==> config.mk <==
export PLATFORM = sky130hd
export DESIGN_NAME = aae_div
export DESIGN_NICKNAME = d
export VERILOG_FILES = /design/src/rtl/adaptive_arith_encoder_order_n_assert.svh /design/src/rtl/aae_pkg.sv /design/src/rtl/aae_div.sv
export SDC_FILE = /design/constraint.sdc
export NUM_CORES = 1
export LEC_CHECK = 0
export ABC_AREA = 1
export BUFFER_PORTS_ARGS = -buffer_cell sky130_fd_sc_hd__buf_4
export CORE_ASPECT_RATIO = 1.2
export CORE_UTILIZATION = 25
export DETAILED_ROUTE_END_ITERATION = 10
export PLACE_DENSITY_LB_ADDON = 0.3
export SYNTH_ARGS = -nofsm -noshare
export SYNTH_HDL_FRONTEND = slang
export SYNTH_SLANG_ARGS = --single-unit
==> constraint.sdc <==
create_clock -name clock -period 4.5 [get_ports clock]
set_clock_uncertainty 0.05 [all_clocks]
set_input_delay 0 -clock clock [delete_from_list [all_inputs] [get_ports clock]]
set_output_delay 0 -clock clock [all_outputs]
set_load 0.01 [all_outputs]
==> src/rtl/adaptive_arith_encoder_order_n_assert.svh <==
// Assertion macros for the adaptive arithmetic encoder.
// Used by the top level; needs nothing else.
`ifndef ADAPTIVE_ARITH_ENCODER_ORDER_N_ASSERT_SVH
`define ADAPTIVE_ARITH_ENCODER_ORDER_N_ASSERT_SVH

// same-cycle implication
`define AAE_ASSERT_NOW(label, clk, rst, ante, cons) \
   label: assert property (@(posedge clk) disable iff (rst) (ante) |-> (cons)) \
      else $error("aae assertion failed");

// next-cycle implication
`define AAE_ASSERT_NEXT(label, clk, rst, ante, cons) \
   label: assert property (@(posedge clk) disable iff (rst) (ante) |=> (cons)) \
      else $error("aae assertion failed");

`endif

==> src/rtl/aae_pkg.sv <==
// Shared types and constants of the adaptive arithmetic encoder.
// No dependencies.
`default_nettype none
package aae_pkg;
   localparam int CODE_BITS = 16;
   localparam int PROD_W    = 32;
   localparam int RSP_DATA_W = 24;

   localparam logic [1:0] KIND_ENCODE  = 2'd0;
   localparam logic [1:0] KIND_FLUSH   = 2'd1;
   localparam logic [1:0] KIND_RESTART = 2'd2;

   localparam logic [1:0] REG_ALPHABET = 2'd0;
   localparam logic [1:0] REG_ORDER    = 2'd1;
   localparam logic [1:0] REG_LIMIT    = 2'd2;

   typedef struct packed {
      logic                  start;
      logic [PROD_W-1:0]     dividend;
      logic [CODE_BITS-1:0]  divisor;
   } div_req_type;

   typedef struct packed {
      logic                  done;
      logic [PROD_W-1:0]     quotient;
   } div_rsp_type;
endpackage
`default_nettype wire

==> src/rtl/aae_div.sv <==
// Restoring divider, one quotient bit per cycle.
// Depends on aae_pkg.
`default_nettype none
module aae_div (
   input  wire logic                clock,
   input  wire logic                reset,
   input  wire aae_pkg::div_req_type div_req,
   output      aae_pkg::div_rsp_type div_rsp
);
   localparam int CNT_W = $clog2(aae_pkg::PROD_W + 1);

   logic                          busy_ff, busy_in;
   logic                          done_ff, done_in;
   logic [CNT_W-1:0]              cnt_ff, cnt_in;
   logic [aae_pkg::CODE_BITS-1:0] rem_ff, rem_in;
   logic [aae_pkg::CODE_BITS-1:0] dsr_ff, dsr_in;
   logic [aae_pkg::PROD_W-1:0]    quo_ff, quo_in;
   logic [aae_pkg::CODE_BITS:0]   trial;
   logic [aae_pkg::CODE_BITS:0]   diff;
   logic                          ge;

   assign trial = {rem_ff, quo_ff[aae_pkg::PROD_W-1]};
   assign diff  = trial - {1'b0, dsr_ff};
   assign ge    = trial >= {1'b0, dsr_ff};

   always_comb begin
      busy_in = busy_ff;
      done_in = 1'b0;
      cnt_in  = cnt_ff;
      rem_in  = rem_ff;
      dsr_in  = dsr_ff;
      quo_in  = quo_ff;
      if (div_req.start) begin
         busy_in = 1'b1;
         cnt_in  = CNT_W'(aae_pkg::PROD_W);
         rem_in  = '0;
         dsr_in  = div_req.divisor;
         quo_in  = div_req.dividend;
      end else if (busy_ff) begin
         rem_in = ge ? diff[aae_pkg::CODE_BITS-1:0] : trial[aae_pkg::CODE_BITS-1:0];
         quo_in = {quo_ff[aae_pkg::PROD_W-2:0], ge};
         cnt_in = cnt_ff - 1'b1;
         if (cnt_ff == CNT_W'(1)) begin
            busy_in = 1'b0;
            done_in = 1'b1;
         end
      end
   end

   always_ff @(posedge clock) begin
      if (reset) begin
         busy_ff <= 1'b0;
         done_ff <= 1'b0;
         cnt_ff  <= '0;
      end else begin
         busy_ff <= busy_in;
         done_ff <= done_in;
         cnt_ff  <= cnt_in;
      end
      rem_ff <= rem_in;
      dsr_ff <= dsr_in;
      quo_ff <= quo_in;
   end

   assign div_rsp.done     = done_ff;
   assign div_rsp.quotient = quo_ff;
endmodule
`default_nettype wire

* Word-level counts from Yosys, hierarchy flattened *
Index checks and enable logic that the tools add are counted.

storage, ports and cells
  memory bits (writable) = 0
  word-level logic and storage cells = 24
  bits in registers = 72
  output and inout port bits = 33
  latch bits = 0
  bits in read-only memories = 0
  memories = 0

operators by class
  bitwise operators = 1
  reductions and logical operators = 3
  shift-type cells = 0
  magnitude comparators = 1
  mux-type cells = 9
  equality and inequality tests = 1
  multipliers = 0
  $add $sub $neg = 2
  div/mod/pow operators = 0

operator list
  cell                                                 number
  two-way mux 32 bit                                   2
  >= comparator 17 x 16 -> 1 bit                       1
  two-way mux 16 bit                                   1
  subtractor 16 bit                                    1
  two-way mux 6 bit                                    2
  equality test 6 x 1 -> 1 bit, second input constant  1
  subtractor 6 x 1 -> 6 bit, second input constant     1
  two-way mux 1 bit                                    4
  OR reduction 3 bit                                   1
  nonzero test 2 bit                                   1
  OR reduction 2 bit                                   1
  NOT 1 bit                                            1

* Logic depth before layout (Yosys ltp) *
  word-level depth = 4
  gate-level depth with buffers = 14
  mapped depth without buffers = 14

* Worst setup path before layout *
OpenSTA, ideal clock, no wires.

  path kind = register to register
  from = register busy_ff
  to = register quo_ff[0] in the netlist's numbering, enable pin
  arrival time = 1.465 ns
  library setup time = 0.551 ns
  stages on the path, launching flop included = 4
  path buffers = 1
  period minus slack after synthesis = 2.066 ns
  data required time = 3.899 ns
  slack = 2.434 ns
  cells stage by stage = dfxtp_1 -> buf_2 -> nor2_2 -> clkinv_1

on the way
  cells in the longest elaborated chain, start to end = 1

ends and longest elaborated chain
  item                          RTL line       source
  from (decl)                   aae_div.sv:12  logic busy_ff, busy_in;
  from (signal assigned)        aae_div.sv:56  busy_ff <= busy_in;
  nonzero test 2 bit (no line)  --
  to (signal assigned)          aae_div.sv:62  quo_ff <= quo_in;
  to (decl)                     aae_div.sv:17  logic [aae_pkg::PROD_W-1:0] quo_ff, quo_in;

Every way passes these cells.
A chain may end at the register's enable or synchronous reset.

* Worst setup path in the final report *
  from = register rem_ff[11] in the netlist's numbering
  to = register rem_ff[10] in the netlist's numbering

on the way
  cells in the longest elaborated chain, start to end = 2

ends and longest elaborated chain
  item                            RTL line       source
  from (decl)                     aae_div.sv:15  logic [aae_pkg::CODE_BITS-1:0] rem_ff, rem_in;
  from (signal assigned)          aae_div.sv:60  rem_ff <= rem_in;
  >= comparator 17 x 16 -> 1 bit  aae_div.sv:24  assign ge = trial >= {1'b0, dsr_ff};
  two-way mux 16 bit              aae_div.sv:40  rem_in = ge ? diff[aae_pkg::CODE_BITS-1:0] : trial[aae_pkg::CODE_BITS-1:0];

Every way passes these cells.

==> results by group <==
Min path
  – Hold Crit Class: input pin to flop

Logic synthesis
  – Post-synthesis sequential area ratio: 0.472
  – Post-synth top area cell: edfxtp_1
  – Ys async rst share: 0
  – Post-Syn Area: 4070 um2
  – Post-synth top area share: 0.354
  – Synth Net Count: 592
  – Cells after Synth: 522
  – Top area cells in the synthesized netlist: edfxtp_1, nand2_1, dfxtp_1, inv_1, ha_1
  – Yosys reg bits: 72
  – Most used DFF post-synth: edfxtp_1
  – Most common cell in the netlist: nand2_1
  – Synth unique cells: 35
  – Post-Syn Area per Cell: 7.80 um2
  – Post-synth EDFFs: 48
  – Yosys Warn Count: 0
  – Commonest cells post-synth: nand2_1, inv_1, edfxtp_1

Timing
  – Final worst slack: 2.16 ns
  – Max Slew Vio Count: 0
  – Post-layout min period: 2.34 ns
  – Achievable Freq: 428 MHz
  – Hold_ws: 0.154 ns
  – Slew headroom: 0.121
  – Final hold vios: 0
  – Period utilization: 0.519
  – Slew of the pin with the lowest slew margin: 1.31 ns
  – RSZ-0062 raised after global routing: no
  – Final setup vio count: 0
  – Final setup TNS: 0 ns

Critical path
  – R2r worst-path depth: 8
  – Crit path DAT: 2.56 ns
  – Crit end category: flop
  – Startpoint types: flop
  – CP max FO: 18
  – Critical R2R Launch: rem_ff[11]
  – Worst EP required: 4.72 ns
  – R2r setup slk: 2.16 ns
  – WS Path Type: flop to flop
  – Critical path endpoint: rem_ff[10]
  – Critical path startpoint: rem_ff[11]
  – FF-to-FF End: rem_ff[10]

Placed design
  – Gpl congestion: 0.850
  – DPL Wire Length: 7.36 mm
  – Port buffer count: 83
  – Placed cells: 801
  – Setup WS pre-CTS: 2.18 ns

Die
  – Full die area: 16800 um2
  – Initial Utilization: 0.258
  – I/O pins: 84
  – Core Rows: 50
  – Die Span X: 118 um
  – Chip height: 142 um
  – Core Region: 15800 um2

Drt
  – Vias per inst: 4.33
  – DR pass1 iterations: 6
  – Remaining DRCs: 0
  – Routed vias: 3752
  – Wire per inst: 12.2 um
  – Initial DRC count: 140
  – Final WL: 10.6 mm
  – Antenna Violating Nets Remaining: 0

Clock tree
  – CTS tree: yes
  – Post-CTS setup buffers: 0
  – CTS Buffer Depth: 2
  – Num CTS Buffers: 9
  – Clk Latency, worst-skew pair: 0.33 ns
  – H-tree levels: 3
  – Post-cts hold buffer count: 49
  – Root Driver: clkbuf_16
  – Clk slew on worst S/H paths: 0.06 ns
  – Cts repair resizes: 0
  – Clk sinks: 72

Power
  – Sw power: 0.466 mW
  – PwrDens: 308 nW/um2
  – Internal power: 1.27 mW
  – Sw Ratio: 0.268
  – Logic pwr share: 0.163
  – Seq pwr share: 0.455
  – Worst IR Drop VDD: 0.151 mV
  – Clk pwr share: 0.382
  – Static Leak: 2.79 nW

Cells and area
  – Fin cells: 866
  – # diodes: 0
  – Fraction of layout cells with a size suffix above 1: 0.182
  – Area growth, synth to finish: 38.8%
  – Util after Layout: 0.358
  – Nets: 723

Run
  – Maxcap violations: 0

Global route
  – Initial antenna violation count: 0
  – Largest net degree at the start of global routing: 52
  – First-pass GRT wire length: 17.7 mm
  – Total global routing overflow: 0
  – Global Route Usage Sum: 0.130
  – Number of global-route vias before repair: 3791

Status
  – Status: finished, final reports clean
## registers in the layout (all words and copies together), names as in the netlist
| signal | count |
|---|---|
| rem_ff | 16 |
| quo_ff | 32 |
| cnt_ff | 6 |
| dsr_ff | 16 |
| busy_ff | 1 |
| done_ff | 1 |
## power by group through the flow
stage	Combinational, mW	Sequential, mW	Clock, mW
4_1_cts	0.285	0.792	0.683
3_3_place_gp	0.248	0.804	0
6_report	0.284	0.791	0.665
3_5_place_dp	0.251	0.804	0
5_1_grt	0.316	0.797	0.707
2_1_floorplan	0.121	0.812	0
## area by class of cell
type                       count  area, um2
clock buffer                   9        225
clock inverter                 7       45.0
fill                        1640      10100
inverter                      79        297
multi-input combinational    358       1780
sequential                    72       1920
tap                          208        260
timing repair buffer         133       1120
## logic make-up (layout without fill, tap and decap cells)
kind of cell    count (synthesis)  after routing  share of synthesized area
compound gates                 29             29                     0.0430
xor+xnor                        7              7                     0.0151
fa+ha+maj                      19             19                     0.0602
buf+inv                        92            228                     0.0910
flops                          72             72                      0.472
simple gates                  303            303                      0.319
## worst max-delay path: stages (launching register included)
cell and delay [ns]:
dfxtp_1 0.34, ha_1 0.38, a21oi_1 0.30, a21oi_1 0.16
nor2_4 0.45, nand2_4 0.26, nand2_1 0.17, nand3_1 0.08
nand2_1 0.10
## layout by cell type (no fill, tap or decap), types with 6 or more instances in the layout
cell and instances:
a21oi_1 11, buf_4 84, clkbuf_16 9, dfxtp_1 24
dlygate4sd3_1 49, edfxtp_1 48, ha_1 18, inv_1 76
nand2_1 216, nand3_1 36, nand3_2 6, nor2_1 20
o21ai_0 7
## per-stage QoR
step | instance area (um2) | total power, mW
after floorplan | 4070 | 0.932
after global placement | 4890 | 1.05
after CTS | 5650 | 1.76
after detailed placement | 4890 | 1.05
final | 5650 | 1.74
after global routing | 5650 | 1.82
## per-layer routing
metal,wire length (um),global-route usage,vias to the layer above
met1,4950,0.158,1733
met3,548,0.0241,11
li1,-,-,1911
met4,115,0.0540,0
met2,5000,0.225,97
met5,0,0,-
## worst min path at each step
stage	start	end	slack, ns	depth (start not counted)
global placement	div_req[9]	dsr_ff[9]	0.13	1
CTS	div_req[48]	dsr_ff[7]	0.16	1
finish	div_req[48]	dsr_ff[11]	0.15	1
global route	div_req[48]	dsr_ff[11]	0.19	1
detailed placement	div_req[3]	dsr_ff[3]	0.13	1
floorplan	reset	busy_ff	0.03	1
Note: power is estimated with default switching activity, not from simulation.
